--- src/rtl/dq_pkg.sv ---
package dq_pkg;

    localparam int DATA_W   = 32;
    localparam int REQ_W    = 2;
    localparam int STATUS_W = 2;
    localparam int TOTAL_W  = 5;

    typedef logic signed [DATA_W-1:0] value_t;
    typedef logic [REQ_W-1:0]         req_type_t;
    typedef logic [STATUS_W-1:0]      status_t;
    typedef logic [TOTAL_W-1:0]       total_t;

    // Request codes
    localparam req_type_t REQ_PUSH_FRONT = 2'd0;
    localparam req_type_t REQ_PUSH_BACK  = 2'd1;
    localparam req_type_t REQ_POP_FRONT  = 2'd2;
    localparam req_type_t REQ_POP_BACK   = 2'd3;

    // Status codes
    localparam status_t ST_DONE      = 2'd0;
    localparam status_t ST_POP_EMPTY = 2'd1;
    localparam status_t ST_PUSH_FULL = 2'd2;

endpackage

--- src/rtl/dq_if.sv ---
interface dq_req_if;
    logic                 valid;
    logic                 ready;
    dq_pkg::req_type_t    req_type;
    dq_pkg::value_t       push_value;

    modport source (output valid, output req_type, output push_value, input ready);
    modport sink   (input valid, input req_type, input push_value, output ready);
endinterface

interface dq_rsp_if;
    logic                 valid;
    logic                 ready;
    dq_pkg::status_t      status;
    dq_pkg::total_t       entry_total;
    logic                 is_empty;
    dq_pkg::value_t       front_value;
    dq_pkg::value_t       back_value;

    modport source (output valid, output status, output entry_total, output is_empty,
                    output front_value, output back_value, input ready);
    modport sink   (input valid, input status, input entry_total, input is_empty,
                    input front_value, input back_value, output ready);
endinterface

--- src/rtl/dq_ring.sv ---
module dq_ring #(
    parameter int DEPTH = 16,
    parameter int IW    = 4
) (
    input  logic           clk,
    input  logic           wr_en,
    input  logic [IW-1:0]  wr_addr,
    input  dq_pkg::value_t wr_data,
    input  logic           rd_en,
    input  logic [IW-1:0]  rd_addr_a,
    input  logic [IW-1:0]  rd_addr_b,
    output dq_pkg::value_t rd_data_a,
    output dq_pkg::value_t rd_data_b
);
    import dq_pkg::*;

    value_t mem [DEPTH];
    value_t rd_a_reg;
    value_t rd_b_reg;

    // Write one entry
    always_ff @(posedge clk)
    begin
        if (wr_en)
        begin
            mem[wr_addr] <= wr_data;
        end
    end

    // Read two entries, registered
    always_ff @(posedge clk)
    begin
        if (rd_en)
        begin
            rd_a_reg <= mem[rd_addr_a];
            rd_b_reg <= mem[rd_addr_b];
        end
    end

    assign rd_data_a = rd_a_reg;
    assign rd_data_b = rd_b_reg;

endmodule

--- src/rtl/double_ended_queue.sv ---
// Channel | Dir | Fields                                                    | Handshake
// req     | in  | req_type, push_value                                      | valid/ready
// rsp     | out | status, entry_total, is_empty, front_value, back_value    | valid/ready
//
// Each request passes through these steps: index update and write, a registered read of the
// front and back entries from the ring memory, then the load of the result register.
// The single ring memory with its registered read sets these steps.
// Reset (rst_n low) clears head, count, state and the result valid; the memory is not cleared.
// A new request is taken while a finished result still waits in the result register;
// the next result waits in the load step until the previous one is taken.
module double_ended_queue #(
    parameter int CAPACITY = 16
) (
    input  logic      clk,
    input  logic      rst_n,
    dq_req_if.sink    req,
    dq_rsp_if.source  rsp
);
    import dq_pkg::*;

    localparam int IW = (CAPACITY > 2) ? $clog2(CAPACITY) : 1;
    localparam int CW = $clog2(CAPACITY + 1);
    localparam int SW = IW + 1;

    localparam logic [1:0] S_IDLE = 2'd0;
    localparam logic [1:0] S_READ = 2'd1;
    localparam logic [1:0] S_LOAD = 2'd2;

    logic [1:0]    state_reg, state_next;
    logic [IW-1:0] head_reg, head_next;
    logic [CW-1:0] count_reg, count_next;
    status_t       status_reg, status_next;

    logic          rsp_valid_reg, rsp_valid_next;
    status_t       rsp_status_reg, rsp_status_next;
    total_t        rsp_total_reg, rsp_total_next;
    logic          rsp_empty_reg, rsp_empty_next;
    value_t        rsp_front_reg, rsp_front_next;
    value_t        rsp_back_reg, rsp_back_next;

    logic          accept;
    logic          wr_en;
    logic [IW-1:0] wr_addr;
    logic [IW-1:0] head_dec;
    logic [IW-1:0] head_inc;
    logic [SW-1:0] tail_sum;
    logic [IW-1:0] tail_addr;
    logic [SW-1:0] back_sum;
    logic [IW-1:0] back_addr;
    logic          rd_en;
    value_t        front_rd;
    value_t        back_rd;
    logic          is_full;
    logic          is_zero;

    assign accept  = req.valid && req.ready;
    assign is_full = (count_reg >= CW'(CAPACITY));
    assign is_zero = (count_reg == '0);

    // Wrap the head one step either way
    assign head_dec = (head_reg == '0) ? IW'(CAPACITY - 1) : head_reg - IW'(1);
    assign head_inc = (head_reg == IW'(CAPACITY - 1)) ? '0 : head_reg + IW'(1);

    // Slot behind the last entry
    assign tail_sum  = SW'(head_reg) + SW'(count_reg);
    assign tail_addr = (tail_sum >= SW'(CAPACITY)) ? IW'(tail_sum - SW'(CAPACITY))
                                                   : IW'(tail_sum);

    // Last entry after the update
    assign back_sum  = is_zero ? '0 : SW'(head_reg) + SW'(count_reg) - SW'(1);
    assign back_addr = (back_sum >= SW'(CAPACITY)) ? IW'(back_sum - SW'(CAPACITY))
                                                   : IW'(back_sum);

    assign rd_en = (state_reg == S_READ);

    // Update indices and count for an accepted transaction
    always_comb
    begin
        state_next  = state_reg;
        head_next   = head_reg;
        count_next  = count_reg;
        status_next = status_reg;
        wr_en       = 1'b0;
        wr_addr     = tail_addr;
        case (state_reg)
            S_IDLE:
            begin
                if (accept)
                begin
                    state_next  = S_READ;
                    status_next = ST_DONE;
                    case (req.req_type)
                        REQ_PUSH_FRONT:
                        begin
                            if (is_full)
                            begin
                                status_next = ST_PUSH_FULL;
                            end
                            else
                            begin
                                head_next  = head_dec;
                                count_next = count_reg + CW'(1);
                                wr_en      = 1'b1;
                                wr_addr    = head_dec;
                            end
                        end
                        REQ_PUSH_BACK:
                        begin
                            if (is_full)
                            begin
                                status_next = ST_PUSH_FULL;
                            end
                            else
                            begin
                                count_next = count_reg + CW'(1);
                                wr_en      = 1'b1;
                                wr_addr    = tail_addr;
                            end
                        end
                        REQ_POP_FRONT:
                        begin
                            if (is_zero)
                            begin
                                status_next = ST_POP_EMPTY;
                            end
                            else
                            begin
                                head_next  = head_inc;
                                count_next = count_reg - CW'(1);
                            end
                        end
                        REQ_POP_BACK:
                        begin
                            if (is_zero)
                            begin
                                status_next = ST_POP_EMPTY;
                            end
                            else
                            begin
                                count_next = count_reg - CW'(1);
                            end
                        end
                        default:
                        begin
                            status_next = ST_DONE;
                        end
                    endcase
                end
            end
            S_READ:
            begin
                state_next = S_LOAD;
            end
            S_LOAD:
            begin
                if (!rsp_valid_reg || rsp.ready)
                begin
                    state_next = S_IDLE;
                end
            end
            default:
            begin
                state_next = S_IDLE;
            end
        endcase
    end

    // Load the result register and drop it once taken
    always_comb
    begin
        rsp_valid_next  = rsp_valid_reg;
        rsp_status_next = rsp_status_reg;
        rsp_total_next  = rsp_total_reg;
        rsp_empty_next  = rsp_empty_reg;
        rsp_front_next  = rsp_front_reg;
        rsp_back_next   = rsp_back_reg;
        if (rsp_valid_reg && rsp.ready)
        begin
            rsp_valid_next = 1'b0;
        end
        if ((state_reg == S_LOAD) && (!rsp_valid_reg || rsp.ready))
        begin
            rsp_valid_next  = 1'b1;
            rsp_status_next = status_reg;
            rsp_total_next  = TOTAL_W'(count_reg);
            rsp_empty_next  = is_zero;
            rsp_front_next  = is_zero ? '0 : front_rd;
            rsp_back_next   = is_zero ? '0 : back_rd;
        end
    end

    always_ff @(posedge clk or negedge rst_n)
    begin
        if (!rst_n)
        begin
            state_reg     <= S_IDLE;
            head_reg      <= '0;
            count_reg     <= '0;
            rsp_valid_reg <= 1'b0;
        end
        else
        begin
            state_reg     <= state_next;
            head_reg      <= head_next;
            count_reg     <= count_next;
            rsp_valid_reg <= rsp_valid_next;
        end
    end

    // Payload registers
    always_ff @(posedge clk)
    begin
        status_reg     <= status_next;
        rsp_status_reg <= rsp_status_next;
        rsp_total_reg  <= rsp_total_next;
        rsp_empty_reg  <= rsp_empty_next;
        rsp_front_reg  <= rsp_front_next;
        rsp_back_reg   <= rsp_back_next;
    end

    dq_ring #(
        .DEPTH (CAPACITY),
        .IW    (IW)
    ) u_ring (
        .clk       (clk),
        .wr_en     (wr_en),
        .wr_addr   (wr_addr),
        .wr_data   (req.push_value),
        .rd_en     (rd_en),
        .rd_addr_a (head_reg),
        .rd_addr_b (back_addr),
        .rd_data_a (front_rd),
        .rd_data_b (back_rd)
    );

    assign req.ready       = (state_reg == S_IDLE);
    assign rsp.valid       = rsp_valid_reg;
    assign rsp.status      = rsp_status_reg;
    assign rsp.entry_total = rsp_total_reg;
    assign rsp.is_empty    = rsp_empty_reg;
    assign rsp.front_value = rsp_front_reg;
    assign rsp.back_value  = rsp_back_reg;

endmodule

--- src/flat_wrapper.sv ---
// flat-port wrapper written by rule: the top's interface ports become plain ports
module double_ended_queue_flat import dq_pkg::*;
#(
    parameter int CAPACITY = 16
)
  (clk, rst_n, req_valid, req_req_type, req_push_value, req_ready, rsp_valid, rsp_status, rsp_entry_total, rsp_is_empty, rsp_front_value, rsp_back_value, rsp_ready);
  dq_req_if req_i ();
  dq_rsp_if rsp_i ();
  input  logic clk;
  input  logic rst_n;
  input wire logic [$bits(req_i.valid)-1:0] req_valid;
  input wire logic [$bits(req_i.req_type)-1:0] req_req_type;
  input wire logic [$bits(req_i.push_value)-1:0] req_push_value;
  output wire logic [$bits(req_i.ready)-1:0] req_ready;
  output wire logic [$bits(rsp_i.valid)-1:0] rsp_valid;
  output wire logic [$bits(rsp_i.status)-1:0] rsp_status;
  output wire logic [$bits(rsp_i.entry_total)-1:0] rsp_entry_total;
  output wire logic [$bits(rsp_i.is_empty)-1:0] rsp_is_empty;
  output wire logic [$bits(rsp_i.front_value)-1:0] rsp_front_value;
  output wire logic [$bits(rsp_i.back_value)-1:0] rsp_back_value;
  input wire logic [$bits(rsp_i.ready)-1:0] rsp_ready;
  assign req_i.valid = req_valid;
  assign req_i.req_type = req_req_type;
  assign req_i.push_value = req_push_value;
  assign req_ready = req_i.ready;
  assign rsp_valid = rsp_i.valid;
  assign rsp_status = rsp_i.status;
  assign rsp_entry_total = rsp_i.entry_total;
  assign rsp_is_empty = rsp_i.is_empty;
  assign rsp_front_value = rsp_i.front_value;
  assign rsp_back_value = rsp_i.back_value;
  assign rsp_i.ready = rsp_ready;
  double_ended_queue #(.CAPACITY(CAPACITY)) u_core (.clk(clk), .rst_n(rst_n), .req(req_i), .rsp(rsp_i));
endmodule
--- config.mk ---
export PLATFORM = sky130hd
export DESIGN_NAME = double_ended_queue_flat
export DESIGN_NICKNAME = d
export VERILOG_FILES = /design/src/rtl/dq_pkg.sv /design/src/rtl/dq_if.sv /design/src/rtl/dq_ring.sv /design/src/rtl/double_ended_queue.sv /design/src/flat_wrapper.sv
export SDC_FILE = /design/constraint.sdc
export NUM_CORES = 1
export LEC_CHECK = 0
export BUFFER_PORTS_ARGS = -buffer_cell sky130_fd_sc_hd__buf_2
export CAP_MARGIN = 5
export CORE_UTILIZATION = 25
export DETAILED_ROUTE_END_ITERATION = 6
export SLEW_MARGIN = 10
export SYNTH_ARGS = -nofsm -noshare
export SYNTH_HDL_FRONTEND = slang
export SYNTH_HIERARCHICAL = 1
export SYNTH_SLANG_ARGS = --single-unit
--- constraint.sdc ---
create_clock -name clk -period 4.8 [get_ports clk]
set_input_delay 0.96 -clock clk [delete_from_list [all_inputs] [get_ports clk]]
set_output_delay 0.96 -clock clk [all_outputs]
set_load 0.05 [all_outputs]
==> results.md <==
* Largest net degree at the start of global routing at 74
* Clk slew on worst S/H paths at 0.06 ns
* RSZ-0062 raised after global routing: no
* Post-synth EDFFs at 650
* Finished Layout Cells at 3111
* Number of setup buffers added after CTS at 0
* Filler cells at between 10000 and 15000
* Setup TNS at 0 ns
* Die H at 340 um
* Max Buffers Root-to-Sink at 3
* Fraction of layout instances using a drive strength above 1 at 0.360
* WP data required at 5.12 ns
* Mux share of post-synthesis cell area at 0.205
* Post-Syn Nets at 1452
* Initial core utilization at 0.253
* Cells after DPL at around 3000
* I/O pin count at between 100 and 150
* Post-Synth XOR/XNOR Area at 0.00337
* CTS tree: built
* Post-Syn Instances at 1403
* Die Wd at 340 um
* DR vias at 15040
* Period utilisation layout at 0.745
* Avg Synthesized Cell Area at approximately 20 um^2
* F_max at between 200 and 300 MHz
* Final Setup Violations at 0
* Critical path class: flip-flop to flip-flop
* Initial antenna violation count at 13
* Nets at 1600
* Synthesized-area fraction occupied by adder cells at 0.00535
* Worst Hold Class: input pin to async pin
* Clock Latency Late Sink at 0.63 ns
* Worst setup SP type: flip-flop
* Area Overhead vs Synth at 18.2%
* Post-Route WL at 73.9 mm
* First-pass GRT wire length at roughly 110 mm
* DR iter-0 viols at 1500
* Cts hold-fix bufs at 0
* Post-synthesis cell type count at 40
* Area after DPL at 31400 um^2
* Slew HR at 0.149
* Post-route cell area at between 30000 and 40000 um^2
* ANT nets after route at 0
* Min cycle time layout at 3.58 ns
* Met3 Usage GRT at 0.0285
* DPL Wire Length at 44.3 mm
* Total Routing Usage GR at 0.128
* Port-buffer cells at about 110
* Post-synth top flop: edfxtp_1
* DRC Markers at 0
* Vias in the first global route at ~16000
* Clock Sinks at 662
* Yosys reg bits at 662
* Worst Skew at 0.0307 ns
* Largest Register: u_core/u_ring/mem
* Busiest grt layer: met2
* Simple-Gate Fraction of Synth Area at 0.0350
* First-pass DRT Iterations at 5
* Via-per-instance ratio at about 4.8
* Status: finished clean
* Hold Violations, Final at 0
* Root buf cell: clkbuf_16
* CP arrival at 3.90 ns
* CP endpoint kind: flip-flop
* Max Slew Vio Count at 0
* RePlAce Congestion at ~0.76
* Residual overflow from global routing at 0
* Grt met2 use at 0.212
* Seq/Total Area, Yosys at 0.694
* Resize count post-CTS at 0
* Synth Warn # at 6
* Die area at 116000 um^2
* Worst setup margin at 1.22 ns
* Core area at ~110000 um^2
* Crit Path Max Fanout at 36
* Most frequent cells in the layout: 650 x edfxtp_1, 256 x mux4_2, 128 x a22oi_1
* Synth async-reset ratio at 0.0181
* Setup WS pre-CTS at about 0.66 ns
* Cell Area, Synth at 28500 um^2
* Compound-cell area share of the yosys netlist at 0.0387
* # rows at 123
* CTS H-tree depth at 3
* Commonest non-fill, non-tap cell in the layout: edfxtp_1
* CTS buffer count at 73
* Largest register FFs at between 500 and 600
* Max_cap viols at 0
* WL per Instance at 23.8 um
* Main combinational cell family by area after synthesis: multiplexers
* Met1 Usage GRT at 0.165
* Slew @ Worst Pin at 1.28 ns
## cell families after synthesis
logic type | count (synthesis)
DFF | 662
muxes | 264
and+or+nand+nor | 194
AOI/OAI and AO/OA | 150
buffers and inverters | 111
xor gates and xnor gates | 11
adders and majority gates | 11
## synthesized netlist by cell type, types with 3 or more instances
cell type | number | area [um^2]
nor2_1 | 27 | 101
a21o_1 | 3 | 22.5
clkbuf_1 | 43 | 161
inv_1 | 12 | 45.0
o41ai_1 | 3 | 26.3
edfxtp_1 | 650 | 19500
a21oi_1 | 7 | 35.0
mux4_2 | 256 | 5770
mux2i_1 | 3 | 30.0
nand2b_1 | 9 | 56.3
nand3b_1 | 3 | 22.5
o21ai_0 | 4 | 20.0
xnor2_1 | 8 | 70.1
nand2_1 | 67 | 251
a22oi_1 | 128 | 961
nor2b_1 | 66 | 413
xor2_1 | 3 | 26.3
ha_1 | 9 | 113
and2b_1 | 6 | 45.0
buf_4 | 19 | 143
dfrtp_1 | 12 | 300
nor3_1 | 7 | 35.0
buf_2 | 18 | 90.1
mux2_2 | 4 | 45.0
buf_1 | 18 | 67.6
## worst paths after layout
path / startpoint / cells past startpoint / slack (ns) / endpoint
setup / recovery: u_core/head_reg[0]$_DFFE_PN0P_ / 8 / 1.22 / u_core/u_ring/mem[0][3]$_DFFE_PP_
hold / removal: rst_n / 1 / 0.25 / u_core/count_reg[1]$_DFFE_PN0P_
setup reg to reg: u_core/head_reg[0]$_DFFE_PN0P_ / 8 / 1.22 / u_core/u_ring/mem[0][3]$_DFFE_PP_
hold reg to reg: u_core/status_reg[1]$_SDFFCE_PN0P_ / 0 / 0.47 / u_core/rsp.status[1]$_DFFE_PP_
max in group asynchronous: rst_n / 1 / 4.26 / u_core/head_reg[0]$_DFFE_PN0P_
min in group clk: u_core/status_reg[1]$_SDFFCE_PN0P_ / 0 / 0.47 / u_core/rsp.status[1]$_DFFE_PP_
## layer usage
metal	up-vias	wire (um)
li1	6250	-
met1	8033	29800
met2	612	36900
met3	133	5530
met4	12	1650
met5	-	56
## final cells by class
cell class	instances	area, um^2	share of cell area
timing repair buffer	172	1230	0.0363
antenna	2	5.00	0.000148
tap	1500	1880	0.0556
clock inverter	51	462	0.0137
sequential	662	19800	0.588
clock buffer	82	1880	0.0558
multi-input combinational	630	8410	0.249
inverter	12	45.0	0.00134
## critical path, stage by stage (launching register included)
cell and delay (ns):
dfrtp_4 0.49, buf_4 0.33, or4b_2 0.68, o311a_1 0.16, nor2_1 0.11, a21oi_1 0.10, or3b_2 0.60, nor3_4 0.50
buf_4 0.30
## per-stage QoR
| step | hold WS (ns) | utilization |
|---|---|---|
| 2_1_floorplan | 0.400 | - |
| 3_3_place_gp | 0.462 | 0.278 |
| 3_5_place_dp | 0.460 | 0.278 |
| 4_1_cts | 0.236 | 0.299 |
| 5_1_grt | 0.254 | 0.299 |
| 6_report | 0.252 | 0.299 |
Power is not shown: default switching activity piles up to over one toggle a cycle in this logic, so the estimate is an artifact.
